==> config.mk <==
export PLATFORM = sky130hd
export DESIGN_NAME = bitmap_block_pool_allocator_core
export DESIGN_NICKNAME = d
export VERILOG_FILES = /design/src/sv/bbpa_pkg.sv /design/src/sv/bbpa_ram.sv /design/src/sv/bbpa_datapath.sv /design/src/sv/bbpa_ctrl.sv /design/src/sv/bitmap_block_pool_allocator_core.sv
export SDC_FILE = /design/constraint.sdc
export NUM_CORES = 1
export LEC_CHECK = 0
export BUFFER_PORTS_ARGS = -buffer_cell sky130_fd_sc_hd__buf_2
export CAP_MARGIN = 20
export CORE_UTILIZATION = 50
export DETAILED_ROUTE_END_ITERATION = 12
export PLACE_DENSITY = 0.73
export SLEW_MARGIN = 40
export SYNTH_ARGS = -nofsm -noshare
export SYNTH_HDL_FRONTEND = slang
export SYNTH_HIERARCHICAL = 1
export SYNTH_SLANG_ARGS = --single-unit
export TNS_END_PERCENT = 30
==> constraint.sdc <==
create_clock -name clk_i -period 14.35 [get_ports clk_i]
set_input_delay 0.7175 -clock clk_i [delete_from_list [all_inputs] [get_ports clk_i]]
set_output_delay 0.7175 -clock clk_i [all_outputs]
set_load 0.01 [all_outputs]
==> src/sv/bbpa_pkg.sv <==
`timescale 1ns / 1ps
// ----------------------------------------------------------------------------
// bbpa_pkg
// Shared widths, codes and controller/datapath handshake types for the
// bitmap block pool allocator.
// ----------------------------------------------------------------------------
package bbpa_pkg;

  // Field widths fixed by the interface.
  localparam int OP_W       = 2;
  localparam int OFFSET_W   = 20;
  localparam int ELEM_W     = 16;
  localparam int BCOUNT_W   = 9;
  localparam int STATUS_W   = 2;
  localparam int INDEX_W    = 8;
  localparam int COUNT_W    = 9;
  localparam int IN_DATA_W  = 24;
  localparam int OUT_DATA_W = 48;
  localparam int OUT_PAD_W  = OUT_DATA_W - (STATUS_W + INDEX_W + OFFSET_W + COUNT_W + 2);
  localparam int CFG_IDX_W  = 1;
  localparam int CFG_DATA_W = 16;

  // Operation codes.
  localparam logic [OP_W-1:0] OP_ALLOC = 2'd0;
  localparam logic [OP_W-1:0] OP_FREE  = 2'd1;
  localparam logic [OP_W-1:0] OP_CLEAR = 2'd2;
  localparam logic [OP_W-1:0] OP_NOP   = 2'd3;

  // Result status codes.
  localparam logic [STATUS_W-1:0] ST_OK       = 2'd0;
  localparam logic [STATUS_W-1:0] ST_FULL     = 2'd1;
  localparam logic [STATUS_W-1:0] ST_BAD_OFF  = 2'd2;
  localparam logic [STATUS_W-1:0] ST_NOT_USED = 2'd3;

  // Configuration register indexes.
  localparam logic [CFG_IDX_W-1:0] REG_ELEMENT_BYTES = 1'd0;
  localparam logic [CFG_IDX_W-1:0] REG_BLOCK_COUNT   = 1'd1;

  typedef struct packed {
    logic                load;
    logic                rd_hint;
    logic                rd_scan;
    logic                rd_idx;
    logic                div_step;
    logic                alloc_hint;
    logic                alloc_scan;
    logic                free_commit;
    logic                drop_hint;
    logic                clear_all;
    logic                mul;
    logic                finish;
    logic [STATUS_W-1:0] fin_status;
    logic                fin_idx;
    logic                fin_off;
  } bbpa_cmd_t;

  typedef struct packed {
    logic [OP_W-1:0] op;
    logic            full;
    logic            hint_ok;
    logic            scan_hit;
    logic            scan_last;
    logic            div_done;
    logic            div_bad;
    logic            bit_used;
    logic            out_free;
  } bbpa_sts_t;

endpackage

==> src/sv/bbpa_ram.sv <==
`timescale 1ns / 1ps
// ----------------------------------------------------------------------------
// bbpa_ram
// Generic simple dual-port RAM: one write port, one read port with
// registered read data.
// ----------------------------------------------------------------------------
module bbpa_ram #(
  parameter int WIDTH = 8,
  parameter int DEPTH = 32
) (
  input  logic                                   clk_i,
  input  logic                                   we_i,
  input  logic [((DEPTH > 1) ? $clog2(DEPTH) : 1)-1:0] waddr_i,
  input  logic [WIDTH-1:0]                       wdata_i,
  input  logic                                   re_i,
  input  logic [((DEPTH > 1) ? $clog2(DEPTH) : 1)-1:0] raddr_i,
  output logic [WIDTH-1:0]                       rdata_o
);

  logic [WIDTH-1:0] mem_q [DEPTH];
  logic [WIDTH-1:0] rdata_q;

  always_ff @(posedge clk_i) begin
    if (we_i) begin
      mem_q[waddr_i] <= wdata_i;
    end
    if (re_i) begin
      rdata_q <= mem_q[raddr_i];
    end
  end

  assign rdata_o = rdata_q;

endmodule

==> src/sv/bbpa_datapath.sv <==
`timescale 1ns / 1ps
// ----------------------------------------------------------------------------
// bbpa_datapath
// Configuration registers, used-bit map (byte rows in RAM with per-row valid
// bits), row scan encoder, restoring divider, offset multiplier and the
// result register.
// ----------------------------------------------------------------------------
module bbpa_datapath import bbpa_pkg::*; #(
  parameter int MAX_BLOCKS  = 256,
  parameter int OFFSET_BITS = 20
) (
  input  logic                  clk_i,
  input  logic                  rst_ni,
  input  logic                  cfg_we_i,
  input  logic [CFG_IDX_W-1:0]  cfg_idx_i,
  input  logic [CFG_DATA_W-1:0] cfg_wdata_i,
  input  logic [IN_DATA_W-1:0]  s_tdata_i,
  input  logic                  m_tready_i,
  output logic                  m_tvalid_o,
  output logic [OUT_DATA_W-1:0] m_tdata_o,
  input  bbpa_cmd_t             cmd_i,
  output bbpa_sts_t             sts_o
);

  localparam int ROWS   = MAX_BLOCKS / 8;
  localparam int ROW_W  = (ROWS > 1) ? $clog2(ROWS) : 1;
  localparam int IDX_W  = $clog2(MAX_BLOCKS);
  localparam int CNT_W  = $clog2(MAX_BLOCKS + 1);
  localparam int D_W    = (OFFSET_BITS < OFFSET_W) ? OFFSET_BITS : OFFSET_W;
  localparam int DC_W   = $clog2(D_W + 1);
  localparam int CMP_A  = (D_W > CNT_W) ? D_W : CNT_W;
  localparam int CMP_W  = (CMP_A > BCOUNT_W) ? CMP_A : BCOUNT_W;
  localparam int MUL_W  = IDX_W + ELEM_W;

  // Configuration.
  logic [ELEM_W-1:0]   eb_q;
  logic [BCOUNT_W-1:0] bc_q;

  // Allocation state.
  logic [ROWS-1:0]     row_vld_q;
  logic [CNT_W-1:0]    total_q;
  logic [IDX_W-1:0]    hint_q;
  logic                hint_vld_q;

  // Per-item working registers.
  logic [OP_W-1:0]     op_q;
  logic [ROW_W-1:0]    scan_ctr_q;
  logic [ROW_W-1:0]    rd_addr_q;
  logic                rd_vld_q;
  logic [IDX_W-1:0]    idx_q;
  logic [MUL_W-1:0]    prod_q;
  logic [ELEM_W:0]     rem_q;
  logic [D_W-1:0]      quot_q;
  logic [DC_W-1:0]     div_cnt_q;
  logic                out_vld_q;
  logic [OUT_DATA_W-1:0] out_q;

  // RAM port.
  logic                ram_re;
  logic [ROW_W-1:0]    ram_raddr;
  logic [7:0]          ram_rdata;
  logic                ram_we;
  logic [7:0]          ram_wdata;

  logic [CMP_W-1:0]    cap;
  logic [7:0]          rd_row;
  logic [7:0]          free_bits;
  logic [2:0]          enc;
  logic                scan_hit;
  logic [2:0]          bsel;
  logic [7:0]          bmask;
  logic [ELEM_W:0]     rem_sh;
  logic                rem_ge;
  logic [OFFSET_W-1:0] granted;
  logic [MUL_W+OFFSET_W-1:0] prod_ext;

  // Block counts above the map size act as the map size.
  assign cap = (CMP_W'(bc_q) > CMP_W'(MAX_BLOCKS)) ? CMP_W'(MAX_BLOCKS) : CMP_W'(bc_q);

  // Rows never written since reset or the last clear read as all free.
  assign rd_row = rd_vld_q ? ram_rdata : 8'd0;

  always_comb begin
    logic [CMP_W-1:0] pos;
    pos = '0;
    for (int b = 0; b < 8; b++) begin
      pos          = (CMP_W'(rd_addr_q) << 3) | CMP_W'(b);
      free_bits[b] = !rd_row[b] && (pos < cap);
    end
  end

  always_comb begin
    scan_hit = 1'b0;
    enc      = 3'd0;
    for (int b = 7; b >= 0; b--) begin
      if (free_bits[b]) begin
        scan_hit = 1'b1;
        enc      = 3'(b);
      end
    end
  end

  always_comb begin
    ram_re    = cmd_i.rd_hint | cmd_i.rd_scan | cmd_i.rd_idx;
    ram_raddr = scan_ctr_q;
    if (cmd_i.rd_hint) begin
      ram_raddr = ROW_W'(hint_q >> 3);
    end else if (cmd_i.rd_idx) begin
      ram_raddr = ROW_W'(quot_q >> 3);
    end
  end

  always_comb begin
    bsel = idx_q[2:0];
    if (cmd_i.alloc_hint) begin
      bsel = hint_q[2:0];
    end else if (cmd_i.alloc_scan) begin
      bsel = enc;
    end
  end

  assign bmask     = 8'd1 << bsel;
  assign ram_we    = cmd_i.alloc_hint | cmd_i.alloc_scan | cmd_i.free_commit;
  assign ram_wdata = cmd_i.free_commit ? (rd_row & ~bmask) : (rd_row | bmask);

  bbpa_ram #(
    .WIDTH (8),
    .DEPTH (ROWS)
  ) u_map (
    .clk_i   (clk_i),
    .we_i    (ram_we),
    .waddr_i (rd_addr_q),
    .wdata_i (ram_wdata),
    .re_i    (ram_re),
    .raddr_i (ram_raddr),
    .rdata_o (ram_rdata)
  );

  // One restoring division step per cycle.
  assign rem_sh = {rem_q[ELEM_W-1:0], quot_q[D_W-1]};
  assign rem_ge = rem_sh >= {1'b0, eb_q};

  assign prod_ext = {{OFFSET_W{1'b0}}, prod_q};
  assign granted  = OFFSET_W'(prod_ext[D_W-1:0]);

  always_ff @(posedge clk_i or negedge rst_ni) begin
    if (!rst_ni) begin
      eb_q       <= ELEM_W'(1);
      bc_q       <= '0;
      row_vld_q  <= '0;
      total_q    <= '0;
      hint_q     <= '0;
      hint_vld_q <= 1'b0;
      scan_ctr_q <= '0;
      div_cnt_q  <= '0;
      out_vld_q  <= 1'b0;
    end else begin
      if (cfg_we_i) begin
        unique case (cfg_idx_i)
          REG_ELEMENT_BYTES: eb_q <= cfg_wdata_i;
          REG_BLOCK_COUNT:   bc_q <= cfg_wdata_i[BCOUNT_W-1:0];
          default: ;
        endcase
      end
      if (cmd_i.load) begin
        scan_ctr_q <= '0;
        div_cnt_q  <= '0;
      end
      if (cmd_i.rd_scan) begin
        scan_ctr_q <= scan_ctr_q + ROW_W'(1);
      end
      if (cmd_i.div_step) begin
        div_cnt_q <= div_cnt_q + DC_W'(1);
      end
      if (ram_we) begin
        row_vld_q[rd_addr_q] <= 1'b1;
      end
      if (cmd_i.drop_hint) begin
        hint_vld_q <= 1'b0;
      end
      if (cmd_i.alloc_hint || cmd_i.alloc_scan) begin
        total_q <= total_q + CNT_W'(1);
      end
      if (cmd_i.free_commit) begin
        if (total_q != '0) begin
          total_q <= total_q - CNT_W'(1);
        end
        hint_q     <= idx_q;
        hint_vld_q <= 1'b1;
      end
      if (cmd_i.clear_all) begin
        row_vld_q <= '0;
        total_q   <= '0;
      end
      if (cmd_i.finish) begin
        out_vld_q <= 1'b1;
      end else if (m_tready_i) begin
        out_vld_q <= 1'b0;
      end
    end
  end

  always_ff @(posedge clk_i) begin
    if (cmd_i.load) begin
      op_q   <= s_tdata_i[1:0];
      quot_q <= s_tdata_i[2 +: D_W];
      rem_q  <= '0;
    end
    if (cmd_i.div_step) begin
      rem_q  <= rem_ge ? (rem_sh - {1'b0, eb_q}) : rem_sh;
      quot_q <= {quot_q[D_W-2:0], rem_ge};
    end
    if (ram_re) begin
      rd_addr_q <= ram_raddr;
      rd_vld_q  <= row_vld_q[ram_raddr];
    end
    if (cmd_i.rd_idx) begin
      idx_q <= IDX_W'(quot_q);
    end
    if (cmd_i.alloc_hint) begin
      idx_q <= hint_q;
    end
    if (cmd_i.alloc_scan) begin
      idx_q <= IDX_W'({rd_addr_q, enc});
    end
    if (cmd_i.mul) begin
      prod_q <= MUL_W'(idx_q) * MUL_W'(eb_q);
    end
    if (cmd_i.finish) begin
      out_q <= {{OUT_PAD_W{1'b0}},
                (total_q == '0),
                (CMP_W'(total_q) >= cap),
                COUNT_W'(total_q),
                (cmd_i.fin_off ? granted : OFFSET_W'(0)),
                (cmd_i.fin_idx ? INDEX_W'(idx_q) : INDEX_W'(0)),
                cmd_i.fin_status};
    end
  end

  assign m_tvalid_o = out_vld_q;
  assign m_tdata_o  = out_q;

  always_comb begin
    sts_o.op        = op_q;
    sts_o.full      = CMP_W'(total_q) >= cap;
    sts_o.hint_ok   = hint_vld_q && (CMP_W'(hint_q) < cap) && !rd_row[hint_q[2:0]];
    sts_o.scan_hit  = scan_hit;
    sts_o.scan_last = rd_addr_q == ROW_W'((cap - CMP_W'(1)) >> 3);
    sts_o.div_done  = div_cnt_q == DC_W'(D_W);
    sts_o.div_bad   = (eb_q == '0) || (rem_q != '0) || (CMP_W'(quot_q) >= cap);
    sts_o.bit_used  = rd_row[idx_q[2:0]];
    sts_o.out_free  = !out_vld_q || m_tready_i;
  end

endmodule

==> src/sv/bbpa_ctrl.sv <==
`timescale 1ns / 1ps
// ----------------------------------------------------------------------------
// bbpa_ctrl
// Operation sequencer: decodes each item and steps the datapath through
// hint check, bitmap scan, division and result hand-off.
// ----------------------------------------------------------------------------
module bbpa_ctrl import bbpa_pkg::*; (
  input  logic      clk_i,
  input  logic      rst_ni,
  input  logic      s_tvalid_i,
  output logic      s_tready_o,
  input  bbpa_sts_t sts_i,
  output bbpa_cmd_t cmd_o
);

  localparam logic [3:0] S_IDLE   = 4'd0;
  localparam logic [3:0] S_DECODE = 4'd1;
  localparam logic [3:0] S_HINT   = 4'd2;
  localparam logic [3:0] S_SCAN   = 4'd3;
  localparam logic [3:0] S_MUL    = 4'd4;
  localparam logic [3:0] S_DIV    = 4'd5;
  localparam logic [3:0] S_FREE   = 4'd6;
  localparam logic [3:0] S_DONE   = 4'd7;

  logic [3:0]          state_q, state_d;
  logic [STATUS_W-1:0] code_q, code_d;
  logic                use_idx_q, use_idx_d;
  logic                use_off_q, use_off_d;

  assign s_tready_o = state_q == S_IDLE;

  always_comb begin
    state_d   = state_q;
    code_d    = code_q;
    use_idx_d = use_idx_q;
    use_off_d = use_off_q;
    cmd_o     = '0;
    cmd_o.fin_status = code_q;
    cmd_o.fin_idx    = use_idx_q;
    cmd_o.fin_off    = use_off_q;

    unique case (state_q)
      S_IDLE: begin
        if (s_tvalid_i) begin
          cmd_o.load = 1'b1;
          code_d     = ST_OK;
          use_idx_d  = 1'b0;
          use_off_d  = 1'b0;
          state_d    = S_DECODE;
        end
      end
      S_DECODE: begin
        unique case (sts_i.op)
          OP_ALLOC: begin
            if (sts_i.full) begin
              code_d  = ST_FULL;
              state_d = S_DONE;
            end else begin
              cmd_o.rd_hint = 1'b1;
              state_d       = S_HINT;
            end
          end
          OP_FREE: state_d = S_DIV;
          OP_CLEAR: begin
            cmd_o.clear_all = 1'b1;
            state_d         = S_DONE;
          end
          default: state_d = S_DONE;
        endcase
      end
      S_HINT: begin
        // Any allocation that gets this far consumes the hint.
        cmd_o.drop_hint = 1'b1;
        if (sts_i.hint_ok) begin
          cmd_o.alloc_hint = 1'b1;
          state_d          = S_MUL;
        end else begin
          cmd_o.rd_scan = 1'b1;
          state_d       = S_SCAN;
        end
      end
      S_SCAN: begin
        if (sts_i.scan_hit) begin
          cmd_o.alloc_scan = 1'b1;
          state_d          = S_MUL;
        end else if (sts_i.scan_last) begin
          code_d  = ST_FULL;
          state_d = S_DONE;
        end else begin
          cmd_o.rd_scan = 1'b1;
        end
      end
      S_MUL: begin
        cmd_o.mul = 1'b1;
        use_idx_d = 1'b1;
        use_off_d = 1'b1;
        state_d   = S_DONE;
      end
      S_DIV: begin
        if (!sts_i.div_done) begin
          cmd_o.div_step = 1'b1;
        end else if (sts_i.div_bad) begin
          code_d  = ST_BAD_OFF;
          state_d = S_DONE;
        end else begin
          cmd_o.rd_idx = 1'b1;
          state_d      = S_FREE;
        end
      end
      S_FREE: begin
        use_idx_d = 1'b1;
        if (sts_i.bit_used) begin
          cmd_o.free_commit = 1'b1;
        end else begin
          code_d = ST_NOT_USED;
        end
        state_d = S_DONE;
      end
      S_DONE: begin
        if (sts_i.out_free) begin
          cmd_o.finish = 1'b1;
          state_d      = S_IDLE;
        end
      end
      default: state_d = S_IDLE;
    endcase
  end

  always_ff @(posedge clk_i or negedge rst_ni) begin
    if (!rst_ni) begin
      state_q   <= S_IDLE;
      code_q    <= ST_OK;
      use_idx_q <= 1'b0;
      use_off_q <= 1'b0;
    end else begin
      state_q   <= state_d;
      code_q    <= code_d;
      use_idx_q <= use_idx_d;
      use_off_q <= use_off_d;
    end
  end

endmodule

==> src/sv/bitmap_block_pool_allocator_core.sv <==
`timescale 1ns / 1ps
// Paths from accept to result: clear, no-op and allocate on a full count go from decode to the result;
// allocate tries the hint first, then falls back to a scan of the byte rows of the map in order
// (one RAM row read per cycle, at most MAX_BLOCKS/8 rows), and multiplies the index into an offset;
// free divides the offset in a bit-serial divider over min(OFFSET_BITS,20) quotient bits.
// One item is in work at a time; the next item is taken once the result register is loaded.
// Reset empties the map at once through per-row valid bits; no clearing pass.
// ----------------------------------------------------------------------------
// bitmap_block_pool_allocator_core
// Fixed-size block pool allocator with one used bit per block.
// ----------------------------------------------------------------------------
module bitmap_block_pool_allocator_core import bbpa_pkg::*; #(
  parameter int MAX_BLOCKS  = 256,
  parameter int OFFSET_BITS = 20
) (
  input  logic                  clk_i,
  input  logic                  rst_ni,
  input  logic                  cfg_we_i,
  input  logic [CFG_IDX_W-1:0]  cfg_idx_i,
  input  logic [CFG_DATA_W-1:0] cfg_wdata_i,
  input  logic                  s_axis_tvalid,
  output logic                  s_axis_tready,
  // op [1:0], block_offset [21:2], zero [23:22]
  input  logic [IN_DATA_W-1:0]  s_axis_tdata,
  output logic                  m_axis_tvalid,
  input  logic                  m_axis_tready,
  // status [1:0], block_index [9:2], granted_offset [29:10], used_count [38:30],
  // pool_full [39], pool_empty [40], zero [47:41]
  output logic [OUT_DATA_W-1:0] m_axis_tdata
);

  bbpa_cmd_t cmd;
  bbpa_sts_t sts;

  bbpa_ctrl u_ctrl (
    .clk_i      (clk_i),
    .rst_ni     (rst_ni),
    .s_tvalid_i (s_axis_tvalid),
    .s_tready_o (s_axis_tready),
    .sts_i      (sts),
    .cmd_o      (cmd)
  );

  bbpa_datapath #(
    .MAX_BLOCKS  (MAX_BLOCKS),
    .OFFSET_BITS (OFFSET_BITS)
  ) u_dp (
    .clk_i       (clk_i),
    .rst_ni      (rst_ni),
    .cfg_we_i    (cfg_we_i),
    .cfg_idx_i   (cfg_idx_i),
    .cfg_wdata_i (cfg_wdata_i),
    .s_tdata_i   (s_axis_tdata),
    .m_tready_i  (m_axis_tready),
    .m_tvalid_o  (m_axis_tvalid),
    .m_tdata_o   (m_axis_tdata),
    .cmd_i       (cmd),
    .sts_o       (sts)
  );

endmodule

==> results of run 1 <==
-- worst min-delay path by stage --
stage | end | start | cells after the start
6_report | u_dp/eb_q[14]$_DFFE_PN0P_ | rst_ni | 1
5_1_grt | u_dp/eb_q[13]$_DFFE_PN0P_ | rst_ni | 1
4_1_cts | u_dp/eb_q[8]$_DFFE_PN0P_ | rst_ni | 1
3_5_place_dp | u_dp/m_tdata_o[1]$_DFFE_PP_ | u_ctrl/code_q[1]$_DFFE_PN0P_ | 0
3_3_place_gp | u_dp/m_tdata_o[1]$_DFFE_PP_ | u_ctrl/code_q[1]$_DFFE_PN0P_ | 0
2_1_floorplan | u_ctrl/code_q[0]$_DFFE_PN0P_ | rst_ni | 0
-- through the flow --
| stage | worst slack (ps) | utilization | hold slack [ps] | cell area, um2 |
|---|---|---|---|---|
| floorplan | 8370 | - | 422 | 25000 |
| finish | 7400 | 0.565 | 85.1 | 27800 |
| detailed placement | 7070 | 0.533 | 437 | 26200 |
| global route | 6920 | 0.565 | 101 | 27800 |
| global placement | 6910 | 0.531 | 439 | 26100 |
| CTS | 7060 | 0.564 | 80.3 | 27700 |
-- layout make-up --
class | count | share of cell area
Timing Repair Buffer | 115 | 0.0251
Sequential cell | 471 | 0.493
Inverter | 133 | 0.0181
Tap cell | 664 | 0.0299
Clock inverter | 27 | 0.00965
Multi-Input combinational cell | 1179 | 0.379
Clock buffer | 60 | 0.0453
-- synthesized netlist by cell type, types with 4 or more instances --
master	n	area, um2
a21o_1	18	135
dfrtp_1	92	2300
o21a_1	11	82.6
buf_1	10	37.5
nor2b_1	16	100
fa_1	80	1600
o21bai_1	4	30.0
nand2b_1	16	100
mux4_2	92	2070
o22ai_1	5	31.3
nor3_2	4	40.0
mux2_2	47	529
nand3b_1	5	37.5
mux2i_1	34	340
a21oi_1	72	360
nor3b_1	8	60.1
o211ai_1	6	45.0
edfxtp_1	378	11400
clkbuf_1	59	221
nand3_1	29	145
ha_1	83	1040
buf_2	6	30.0
nor4_1	19	119
o31a_1	4	35.0
nand4_1	12	75.1
and2_1	96	601
a211oi_1	7	52.6
a31oi_1	8	50.1
or3_1	8	50.1
xor2_1	16	140
inv_1	131	492
buf_4	19	143
nand2_1	146	548
o31ai_1	7	52.6
xnor2_1	25	219
nor3_1	18	90.1
o21ai_0	60	300
and3_1	7	43.8
nor2_1	132	495
or2_2	4	25.0
-- cells by family (layout without fill, tap and decap cells) --
kind of cell,after synthesis,in the layout,share of synthesized area
flip-flops,471,471,0.547
adder cells (fa/ha/maj),163,163,0.106
other,1,7,0.000150
multiplexers,174,174,0.118
XOR/XNOR,41,41,0.0144
buffers and inverters,229,335,0.0379
AO/OA/AOI/OAI,250,250,0.0661
AND/OR/NAND/NOR,544,544,0.110
-- registers in the layout, indices dropped and copies added, names as in the netlist, 9 cells and up --
signal	count
u_dp/u_map/mem_q	256
u_dp/eb_q	16
u_dp/quot_q	20
u_dp/prod_q	20
u_dp/bc_q	9
u_dp/m_tdata_o	41
u_dp/row_vld_q	32
u_dp/total_q	9
u_dp/rem_q	17
-- power by group --
part           internal, W  switching (W)  total (W)  leakage, nW
clock network     0.000680       0.000528    0.00121        0.727
registers          0.00197       0.000259    0.00223         4.65
logic              0.00128        0.00159    0.00287         5.05
-- routing by layer --
layer / vias up / GRT usage
li1: 6954 / -
met1: 7860 / 0.299
met2: 549 / 0.363
met3: 89 / 0.0288
met4: 0 / 0.0682
met5: - / 0
-- worst reg2reg max path, cell delays in order, from the launching register on --
cell	delay, ps
dfrtp_1	650
clkinv_1	490
nand2_1	280
ha_1	260
a21o_1	150
a21o_1	170
a21o_1	170
a21o_1	180
a211o_1	290
a31oi_1	250
o211ai_1	190
nor4b_2	250
buf_4	210
mux2i_1	190
nor2_1	90
a21oi_4	400
clkinv_2	520
buf_6	450
mux4_2	650
mux4_2	540
mux2_2	290
==> metrics.md, run 1 <==
| Metric | Value |
|---|---|
| Status | `completed` |
| Number of fillers in the final layout | `3821` |
| CTS tree | `built` |
| Synth Area per Inst | `13.3 um2` |
| Final setup TNS | `0 ps` |
| Ant. Diodes | `0` |
| Mapped cell area | `25000 um2` |
| Seq/Total Area, Yosys | `0.547` |
| Crit end category | `flop` |
| Crit path from | `u_dp/bc_q[8]$_DFFE_PN0P_` |
| Critical path's top delay family | `compound AO/OA/AOI/OAI gates` |
| Final std cells w/o fill | `2649` |
| H-tree Lvls | `2` |
| I/O pin count | `96` |
| Reg-to-Reg End | `u_dp/u_map/rdata_o[2]$_DFFE_PP_` |
| Crit path cell chain | `clkinv_1 > nand2_1 > ha_1 > a21o_1 > a21o_1 > a21o_1 > a21o_1 > a211o_1 > a31oi_1 > o211ai_1 > nor4b_2 > buf_4 > mux2i_1 > nor2_1 > a21oi_4 > clkinv_2 > buf_6 > mux4_2 > mux4_2 > mux2_2` |
| Post-cts repair resize count | `0` |
| FF+latch area | `13700 um2` |
| Post-synth EDFFs | `378` |
| Primary FF master, synth | `edfxtp_1` |
| Post-CTS Setup Inserts | `0` |
| RSZ-0062 raised after global routing | `no` |
| Top Layer Used | `met4` |
| Max VDD drop | `0.000136 V` |
| CP Buf/Inv Count | `4` |
| Commonest non-fill, non-tap cell in the layout | `edfxtp_1` |
| Leakage power | `10.4 nW` |
| Final ANT Viol Nets | `0` |
| First-pass GRT wire length | `86300 um` |
| Syn. warnings | `6` |
| Area Growth Syn to Fin | `11.1%` |
| Drt pass-1 iters | `5` |
| WL met2 | `26800 um` |
| WL met1 | `23300 um` |
| Crit path to | `u_dp/u_map/rdata_o[2]$_DFFE_PP_` |
| Fin crit period | `6950 ps` |
| Pin count of the biggest net entering global routing | `70` |
| Placed cells | `2561` |
| Measured slew at the worst slew-check pin | `827 ps` |
| CP max stage delay | `650 ps` |
| Slew margin rel. | `0.447` |
| Row count | `81` |
| Asr flop ratio synth | `0.197` |
| Footprint of the multi-input gates | `10500 um2` |
| Buffers on Ports | `86` |
| Reg2reg path depth | `20` |
| Yosys reg bits | `471` |
| Commonest cells after routing, fill and taps aside | `edfxtp_1 (378), nand2_1 (146), inv_1 (128)` |
| Final hold vios | `0` |
| Max FO, Critical Path | `48` |
| Nets@finish | `2157` |
| PD cells | `227 nW/um2` |
| DR vias | `15452` |
| Die Height | `226 um` |
| Detailed Route WL | `54400 um` |
| Via density | `5.83` |
| Worst setup SP type | `flop` |
| CP Depth | `20` |
| Post-synth cell types | `86` |
| HPWL after DPL | `37000 um` |
| RR Startpoint | `u_dp/bc_q[8]$_DFFE_PN0P_` |
| Clock Skews | `35.2 ps` |
| Slew Viols, Final | `0` |
| Tot GR Track Use | `0.218` |
| DR DRC count | `0` |
| Core Area | `49200 um2` |
| CP max-delay cell | `dfrtp_1` |
| WP data required | `14680 ps` |
| Gr ovfl total | `0` |
| Initial antenna violation count | `0` |
| Clock root buffer | `clkbuf_16` |
| Critical Path AT | `7280 ps` |
| Setup violations, final | `0` |
| Die W | `226 um` |
| Most common cell on crit path | `a21o_1` |
| CTS Buf Count | `48` |
| Clk sinks | `471` |
| Final Cycle Share | `0.485` |
| Hold_buf cts | `0` |
| Die area | `50900 um2` |
| Initial Util | `0.509` |
| Total power | `0.00631 W` |
| Max Fclk | `144 MHz` |
| Clock Path Buffers | `3` |
| Share of layout cells above drive strength 1 | `0.192` |
| R2R Setup Slk | `7400 ps` |
| WS Path Type | `flop to flop` |
| Clk_lat worst skew | `600 ps` |
| Worst min-delay path class | `input pin to asynchronous set/reset pin` |
| Clock transition at path regs | `60 ps` |
| Final GP Congestion | `0.922` |
| WL/cell | `20.5 um` |
| Wire length on met3 | `3050 um` |
| Vias in the first global route | `15516` |
| Initial drt markers | `1366` |
| Post-Synthesis Cells | `1873` |
| Max_cap viols | `0` |
Note: power is estimated with default switching activity, not from simulation.
==> inputs of run 2 (changes only) <==
Clock period 14.35 ns to 6.6 ns, I/O delays scaled along.
==> metrics.md, run 2 (same netlist as run 1, synthesis figures left out) <==
| Metric | Value |
|---|---|
| Status | `completed (unchanged)` |
| Max FO, Critical Path | `33 (was 48)` |
| CTS tree | `built (unchanged)` |
| Psw | `0.00516 W (was 0.00238 W)` |
| Max reg flops | `256 (unchanged)` |
| Final Worst Setup Slack | `835 ps (was 7400 ps)` |
| Die W | `226 um (unchanged)` |
| Nets@finish | `2183 (was 2157)` |
| Setup violations, final | `0 (unchanged)` |
| PD cells | `493 nW/um2 (was 227 nW/um2)` |
| RR Startpoint | `u_dp/bc_q[0]$_DFFE_PN0P_ (was u_dp/bc_q[8]$_DFFE_PN0P_)` |
| Commonest non-fill, non-tap cell in the layout | `edfxtp_1 (unchanged)` |
| Initial antenna violation count | `1 (was 0)` |
| Worst setup SP type | `flop (unchanged)` |
| I/O pin count | `96 (unchanged)` |
| Tot GR Track Use | `0.223 (was 0.218)` |
| Die Height | `226 um (unchanged)` |
| Internal power | `0.00872 W (was 0.00394 W)` |
| Initial drt markers | `1300 (was 1366)` |
| Min-Delay Path Depth | `2` |
| Final Cycle Share | `0.873 (was 0.485)` |
| Drt pass-1 iters | `6 (was 5)` |
| Pin count of the biggest net entering global routing | `72 (was 70)` |
| WP data required | `6930 ps (was 14680 ps)` |
| RSZ-0062 raised after global routing | `no (unchanged)` |
| Area Growth Syn to Fin | `12.6% (was 11.1%)` |
| Ant. Diodes | `0 (unchanged)` |
| Post-CTS Setup Inserts | `0 (unchanged)` |
| Final setup TNS | `0 ps (unchanged)` |
| Pre-CTS WS | `885 ps (was 7070 ps)` |
| Die area | `50900 um2 (unchanged)` |
| Measured slew at the worst slew-check pin | `876 ps (was 827 ps)` |
| Clk_lat worst skew | `610 ps (was 600 ps)` |
| Slew margin rel. | `0.414 (was 0.447)` |
| DR DRC count | `0 (unchanged)` |
| Hold EP | `u_dp/quot_q[13]$_DFFE_PP_` |
| Clock Skews | `41.4 ps (was 35.2 ps)` |
| Share of layout cells above drive strength 1 | `0.201 (was 0.192)` |
| Logic pwr share | `0.452 (was 0.455)` |
| Number of fillers in the final layout | `3760 (was 3821)` |
| Gr ovfl total | `0 (unchanged)` |
| DR vias | `15696 (was 15452)` |
| Top reg by flops | `u_dp/u_map/mem_q (unchanged)` |
| CTS Buf Count | `49 (was 48)` |
| Worst min-delay path class | `input pin to flop (was input pin to asynchronous set/reset pin)` |
| R2R Setup Slk | `840 ps (was 7400 ps)` |
| Core Area | `49200 um2 (unchanged)` |
| Leakage power | `10.6 nW (was 10.4 nW)` |
| Final hold vios | `0 (unchanged)` |
| Sw frac | `0.372 (was 0.377)` |
| Row count | `81 (unchanged)` |
| Final GP Congestion | `0.921 (was 0.922)` |
| Clock root buffer | `clkbuf_16 (unchanged)` |
| WS Path Type | `flop to flop (unchanged)` |
| Max VDD drop | `0.000317 V (was 0.000136 V)` |
| Final ANT Viol Nets | `0 (unchanged)` |
| Clk sinks | `471 (unchanged)` |
| Max Fclk | `173 MHz (was 144 MHz)` |
| Vias in the first global route | `15858 (was 15516)` |
| Reg power frac | `0.348 (was 0.354)` |
| Detailed Route WL | `55500 um (was 54400 um)` |
| Reg-to-Reg End | `u_dp/u_map/rdata_o[4]$_DFFE_PP_ (was u_dp/u_map/rdata_o[2]$_DFFE_PP_)` |
| Buffers on Ports | `86 (unchanged)` |
| Slew Viols, Final | `0 (unchanged)` |
| Reg2reg path depth | `20 (unchanged)` |
| WL/cell | `20.7 um (was 20.5 um)` |
| H-tree Lvls | `2 (unchanged)` |
| Crit end category | `flop (unchanged)` |
| HPWL after DPL | `38600 um (was 37000 um)` |
| Max_cap viols | `0 (unchanged)` |
| Via density | `5.86 (was 5.83)` |
| Min-Delay Startpoint | `s_axis_tdata[15]` |
| First-pass GRT wire length | `87500 um (was 86300 um)` |
| Fin crit period | `5760 ps (was 6950 ps)` |
| Clock share of power | `0.200 (was 0.191)` |
| Clock transition at path regs | `60 ps (about the same)` |
| Clock Path Buffers | `3 (unchanged)` |
| Commonest cells after routing, fill and taps aside | `edfxtp_1 (378), nand2_1 (146), inv_1 (129) (was edfxtp_1 (378), nand2_1 (146), inv_1 (128))` |
| Critical Path AT | `6090 ps (was 7280 ps)` |
| Initial Util | `0.509 (unchanged)` |
-- run 2: cell types whose count changed in the layout (fill, tap and decap cells not counted), sizes merged --
| cell | previous run | this run |
|---|---|---|
| bufinv | 3 | 5 |
| clkbuf | 60 | 62 |
| buf | 115 | 123 |
| inv | 131 | 134 |
| clkinvlp | 5 | 2 |
| dlygate4sd3 | 0 | 17 |
-- run 2: worst max-delay path by stage --
| stage | start | cells after the start | to |
|---|---|---|---|
| after floorplan | u_dp/bc_q[8]$_DFFE_PN0P_ | 16 | u_dp/u_map/mem_q[0][4]$_DFFE_PP_ |
| after global placement | u_dp/bc_q[0]$_DFFE_PN0P_ | 20 | u_dp/u_map/rdata_o[4]$_DFFE_PP_ |
| after detailed placement | u_dp/bc_q[0]$_DFFE_PN0P_ | 20 | u_dp/u_map/rdata_o[3]$_DFFE_PP_ |
| after CTS | u_dp/bc_q[0]$_DFFE_PN0P_ | 20 | u_dp/u_map/rdata_o[4]$_DFFE_PP_ |
| after global routing | u_dp/bc_q[0]$_DFFE_PN0P_ | 20 | u_dp/u_map/rdata_o[4]$_DFFE_PP_ |
| final | u_dp/bc_q[0]$_DFFE_PN0P_ | 20 | u_dp/u_map/rdata_o[4]$_DFFE_PP_ |
-- run 2: what timing repair did --
item	CTS	global route
hold buffers	17	0
endpoints found under the hold margin	40	0
gates resized for setup	0	0
-- run 2: stage by stage --
step	utilization	cells	instance area [um2]	power, W	hold slack [ps]
after floorplan	-	1879	25000	0.00948	34.4
after global placement	0.533	2565	26200	0.0108	260
after detailed placement	0.535	2569	26300	0.0111	264
after CTS	0.572	2677	28100	0.0139	0.0945
after global routing	0.573	2678	28200	0.0148	4.29
final	0.573	2678	28200	0.0139	23.7
-- run 2: cell type report --
class,instances,area [um2],share of cell area
clock buffers,62,1290,0.0460
clock inverters,29,342,0.0121
inverters,133,500,0.0178
multi-input cells,1179,10500,0.375
flip-flops and latches,471,13700,0.486
well taps,664,831,0.0295
repair buffers,140,956,0.0340
-- run 2: critical path: stages, from the launching register on --
cell and delay (ps):
dfrtp_1 530, nor2b_1 280, ha_1 270, nand2b_1 140
a21o_1 180, a21o_1 170, a21o_1 180, a21o_1 180
a211o_1 290, a31oi_1 240, o211ai_1 210, nor4b_2 280
buf_4 220, mux2i_1 200, nor2_1 70, a21oi_2 160
clkinv_2 270, buf_12 290, mux4_2 470, mux4_2 530
mux2_2 280
-- run 2: per-layer routing --
| metal | vias to the layer above | track usage | routed length, um |
|---|---|---|---|
| met5 | - | 0 | 13 |
| met3 | 114 | 0.0351 | 3430 |
| met4 | 2 | 0.0777 | 1500 |
| met2 | 607 | 0.378 | 27900 |
| li1 | 7032 | - | - |
| met1 | 7941 | 0.293 | 22700 |
-- run 2: power groups by stage --
stage / Sequential (W) / Combinational (W) / Clock, W
finish: 0.00483 / 0.00628 / 0.00278
global route: 0.00489 / 0.00700 / 0.00295
global placement: 0.00487 / 0.00595 / 0
floorplan: 0.00468 / 0.00480 / 0
CTS: 0.00483 / 0.00627 / 0.00284
detailed placement: 0.00488 / 0.00622 / 0
==> inputs of run 3 (changes only) <==
Settings changed: GPL_TIMING_DRIVEN from default to 0.
==> metrics.md, run 3 (same netlist as run 1, synthesis figures left out) <==
| Metric | Value |
|---|---|
| Sw frac | `0.378 (was 0.372)` |
| Placed cells | `2648 (was 2569)` |
| Reg power frac | `0.335 (was 0.348)` |
| Die W | `226 um (unchanged)` |
| Slew Viols, Final | `0 (unchanged)` |
| CP max stage delay | `530 ps (about the same)` |
| Fin crit period | `6360 ps (was 5760 ps)` |
| Max reg flops | `256 (unchanged)` |
| Drt pass-1 iters | `5 (was 6)` |
| Max FO, Critical Path | `10 (was 33)` |
| Final hold vios | `0 (unchanged)` |
| Final setup TNS | `0 ps (unchanged)` |
| Clock share of power | `0.195 (was 0.200)` |
| Setup violations, final | `0 (unchanged)` |
| Measured slew at the worst slew-check pin | `842 ps (was 876 ps)` |
| H-tree Lvls | `2 (unchanged)` |
| Leakage power | `10.8 nW (was 10.6 nW)` |
| Most common cell on crit path | `a21o_1 (unchanged)` |
| Row count | `81 (unchanged)` |
| WP data required | `6970 ps (was 6930 ps)` |
| Crit path cell chain | `buf_2 > clkinvlp_4 > nand2_1 > ha_1 > a21o_1 > a21o_1 > a21o_1 > a21o_1 > a211o_1 > a31oi_1 > o211ai_1 > nor4b_1 > buf_2 > mux2i_1 > nor2_1 > a21oi_4 > inv_1 > buf_6 > buf_4 > mux4_2 > mux4_2 > mux2_2 (was nor2b_1 > ha_1 > nand2b_1 > a21o_1 > a21o_1 > a21o_1 > a21o_1 > a211o_1 > a31oi_1 > o211ai_1 > nor4b_2 > buf_4 > mux2i_1 > nor2_1 > a21oi_2 > clkinv_2 > buf_12 > mux4_2 > mux4_2 > mux2_2)` |
| Die Height | `226 um (unchanged)` |
| Logic pwr share | `0.469 (was 0.452)` |
| Psw | `0.00534 W (was 0.00516 W)` |
| PD cells | `497 nW/um2 (was 493 nW/um2)` |
| Final GP Congestion | `0.912 (was 0.921)` |
| Clock root buffer | `clkbuf_16 (unchanged)` |
| Share of layout cells above drive strength 1 | `0.192 (was 0.201)` |
| Reg-to-Reg End | `u_dp/u_map/rdata_o[1]$_DFFE_PP_ (was u_dp/u_map/rdata_o[4]$_DFFE_PP_)` |
| Vias in the first global route | `15954 (was 15858)` |
| Commonest non-fill, non-tap cell in the layout | `edfxtp_1 (unchanged)` |
| Nets@finish | `2261 (was 2183)` |
| Worst setup SP type | `flop (unchanged)` |
| Area Growth Syn to Fin | `13.8% (was 12.6%)` |
| Final Cycle Share | `0.964 (was 0.873)` |
| WL/cell | `21.0 um (was 20.7 um)` |
| Initial drt markers | `1542 (was 1300)` |
| Min-Delay Startpoint | `s_axis_tdata[9] (was s_axis_tdata[15])` |
| Status | `completed (unchanged)` |
| Initial Util | `0.509 (unchanged)` |
| Die area | `50900 um2 (unchanged)` |
| R2R Setup Slk | `240 ps (was 840 ps)` |
| DR DRC count | `0 (unchanged)` |
| Commonest cells after routing, fill and taps aside | `edfxtp_1 (378), nand2_1 (146), inv_1 (129) (unchanged)` |
| Worst min-delay path class | `input pin to flop (unchanged)` |
| Tot GR Track Use | `0.230 (was 0.223)` |
| HPWL after DPL | `41700 um (was 38600 um)` |
| Detailed Route WL | `57900 um (was 55500 um)` |
| Pin count of the biggest net entering global routing | `64 (was 72)` |
| Slew margin rel. | `0.437 (was 0.414)` |
| Final std cells w/o fill | `2757 (was 2678)` |
| Via density | `5.78 (was 5.86)` |
| Final Worst Setup Slack | `236 ps (was 835 ps)` |
| Core Area | `49200 um2 (unchanged)` |
| Clock Skews | `61.1 ps (was 41.4 ps)` |
| Clk_lat worst skew | `630 ps (was 610 ps)` |
| WS Path Type | `flop to flop (unchanged)` |
| DR vias | `15940 (was 15696)` |
| Pre-CTS WS | `-288 ps (was 885 ps)` |
| First-pass GRT wire length | `89100 um (was 87500 um)` |
| Max Fclk | `157 MHz (was 173 MHz)` |
| Max VDD drop | `0.000262 V (was 0.000317 V)` |
| Min-Delay Path Depth | `2 (unchanged)` |
| Critical Path AT | `6740 ps (was 6090 ps)` |
| Top reg by flops | `u_dp/u_map/mem_q (unchanged)` |
| Initial antenna violation count | `1 (unchanged)` |
| Max_cap viols | `0 (unchanged)` |
| Clock Path Buffers | `3 (unchanged)` |
| Final ANT Viol Nets | `0 (unchanged)` |
| Reg2reg path depth | `22 (was 20)` |
| Clk sinks | `471 (unchanged)` |
| Buffers on Ports | `86 (unchanged)` |
| Internal power | `0.00880 W (was 0.00872 W)` |
| RR Startpoint | `u_dp/bc_q[8]$_DFFE_PN0P_ (was u_dp/bc_q[0]$_DFFE_PN0P_)` |
| RSZ-0062 raised after global routing | `no (unchanged)` |
| Gr ovfl total | `0 (unchanged)` |
| Crit end category | `flop (unchanged)` |
| Hold_ws | `23.0 ps (was 23.7 ps)` |
| Clock transition at path regs | `60 ps (about the same)` |
| Hold EP | `u_dp/quot_q[7]$_DFFE_PP_ (was u_dp/quot_q[13]$_DFFE_PP_)` |
| CTS tree | `built (unchanged)` |
| CTS Buf Count | `50 (was 49)` |
| CP max-delay cell | `mux4_2 (was dfrtp_1)` |
| I/O pin count | `96 (unchanged)` |
-- run 3: changes by cell type in the layout (fill, tap and decap cells not counted), moves of 3 or more --
cell	previous run	this run
buf_1	0	8
buf_16	1	4
buf_2	85	103
buf_4	29	19
buf_8	2	5
clkbuf_1	11	60
clkbuf_2	0	6
clkinv_2	9	12
mux2i_2	5	0
mux2i_4	1	6
nor2_1	110	127
nor2_2	22	5
-- run 3: what timing repair did --
action / 4_1_cts / 5_1_grt
resized for setup: 7 / 3
setup buffers: 0 / 0
hold buffers: 16 / 1
endpoints found under the hold margin: 109 / 1
setup endpoints to repair: 8 / 8
-- run 3: metal layers --
metal	global-route usage	routed length [um]	vias up
met1	0.310	24300	8028
met2	0.382	28200	631
met5	0	0	-
met4	0.0781	1570	0
li1	-	-	7186
met3	0.0340	3780	95
-- run 3: how the worst max path moves through the flow --
| stage | from | end | slack, ps | cells after the start |
|---|---|---|---|---|
| after floorplan | u_dp/bc_q[8]$_DFFE_PN0P_ | u_dp/u_map/mem_q[0][4]$_DFFE_PP_ | 620 | 16 |
| after global placement | u_dp/bc_q[8]$_DFFE_PN0P_ | u_dp/u_map/mem_q[30][4]$_DFFE_PP_ | -2570 | 17 |
| after detailed placement | u_dp/bc_q[8]$_DFFE_PN0P_ | u_dp/u_map/rdata_o[4]$_DFFE_PP_ | -290 | 21 |
| after CTS | u_dp/bc_q[8]$_DFFE_PN0P_ | u_dp/u_map/rdata_o[1]$_DFFE_PP_ | 100 | 21 |
| after global routing | u_dp/bc_q[8]$_DFFE_PN0P_ | u_dp/u_map/rdata_o[1]$_DFFE_PP_ | 2 | 22 |
| final | u_dp/bc_q[8]$_DFFE_PN0P_ | u_dp/u_map/rdata_o[1]$_DFFE_PP_ | 240 | 22 |
-- run 3: critical path, delay by kind of cell (launching register included) --
family	cells	cell delay, ps
adder cells (fa/ha/maj)	1	260
AO/OA/AOI/OAI	8	1840
buffers and inverters	6	1420
multiplexers	4	1530
AND/OR/NAND/NOR	3	590
flip-flops	1	470
-- run 3: power groups by stage --
stage	clock network (W)	registers (W)	logic [W]
2_1_floorplan	0	0.00468	0.00480
3_3_place_gp	0	0.00480	0.00617
3_5_place_dp	0	0.00478	0.00657
4_1_cts	0.00282	0.00472	0.00663
5_1_grt	0.00293	0.00479	0.00732
6_report	0.00276	0.00474	0.00663
-- run 3: layout make-up --
type,count,area (um2)
multi-input cells,1179,10500
inverters,133,503
clock inverters,34,332
repair buffers,122,842
plain buffers,95,453
diodes,1,2.50
fillers,3795,20700
clock buffers,58,1300
flip-flops and latches,471,13700
well taps,664,831
-- run 3: stage by stage --
| stage | total power, W | area [um2] | util |
|---|---|---|---|
| after floorplan | 0.00948 | 25000 | - |
| after global placement | 0.0110 | 26300 | 0.535 |
| after detailed placement | 0.0113 | 26600 | 0.542 |
| after CTS | 0.0142 | 28400 | 0.578 |
| after global routing | 0.0150 | 28500 | 0.579 |
| final | 0.0141 | 28500 | 0.579 |
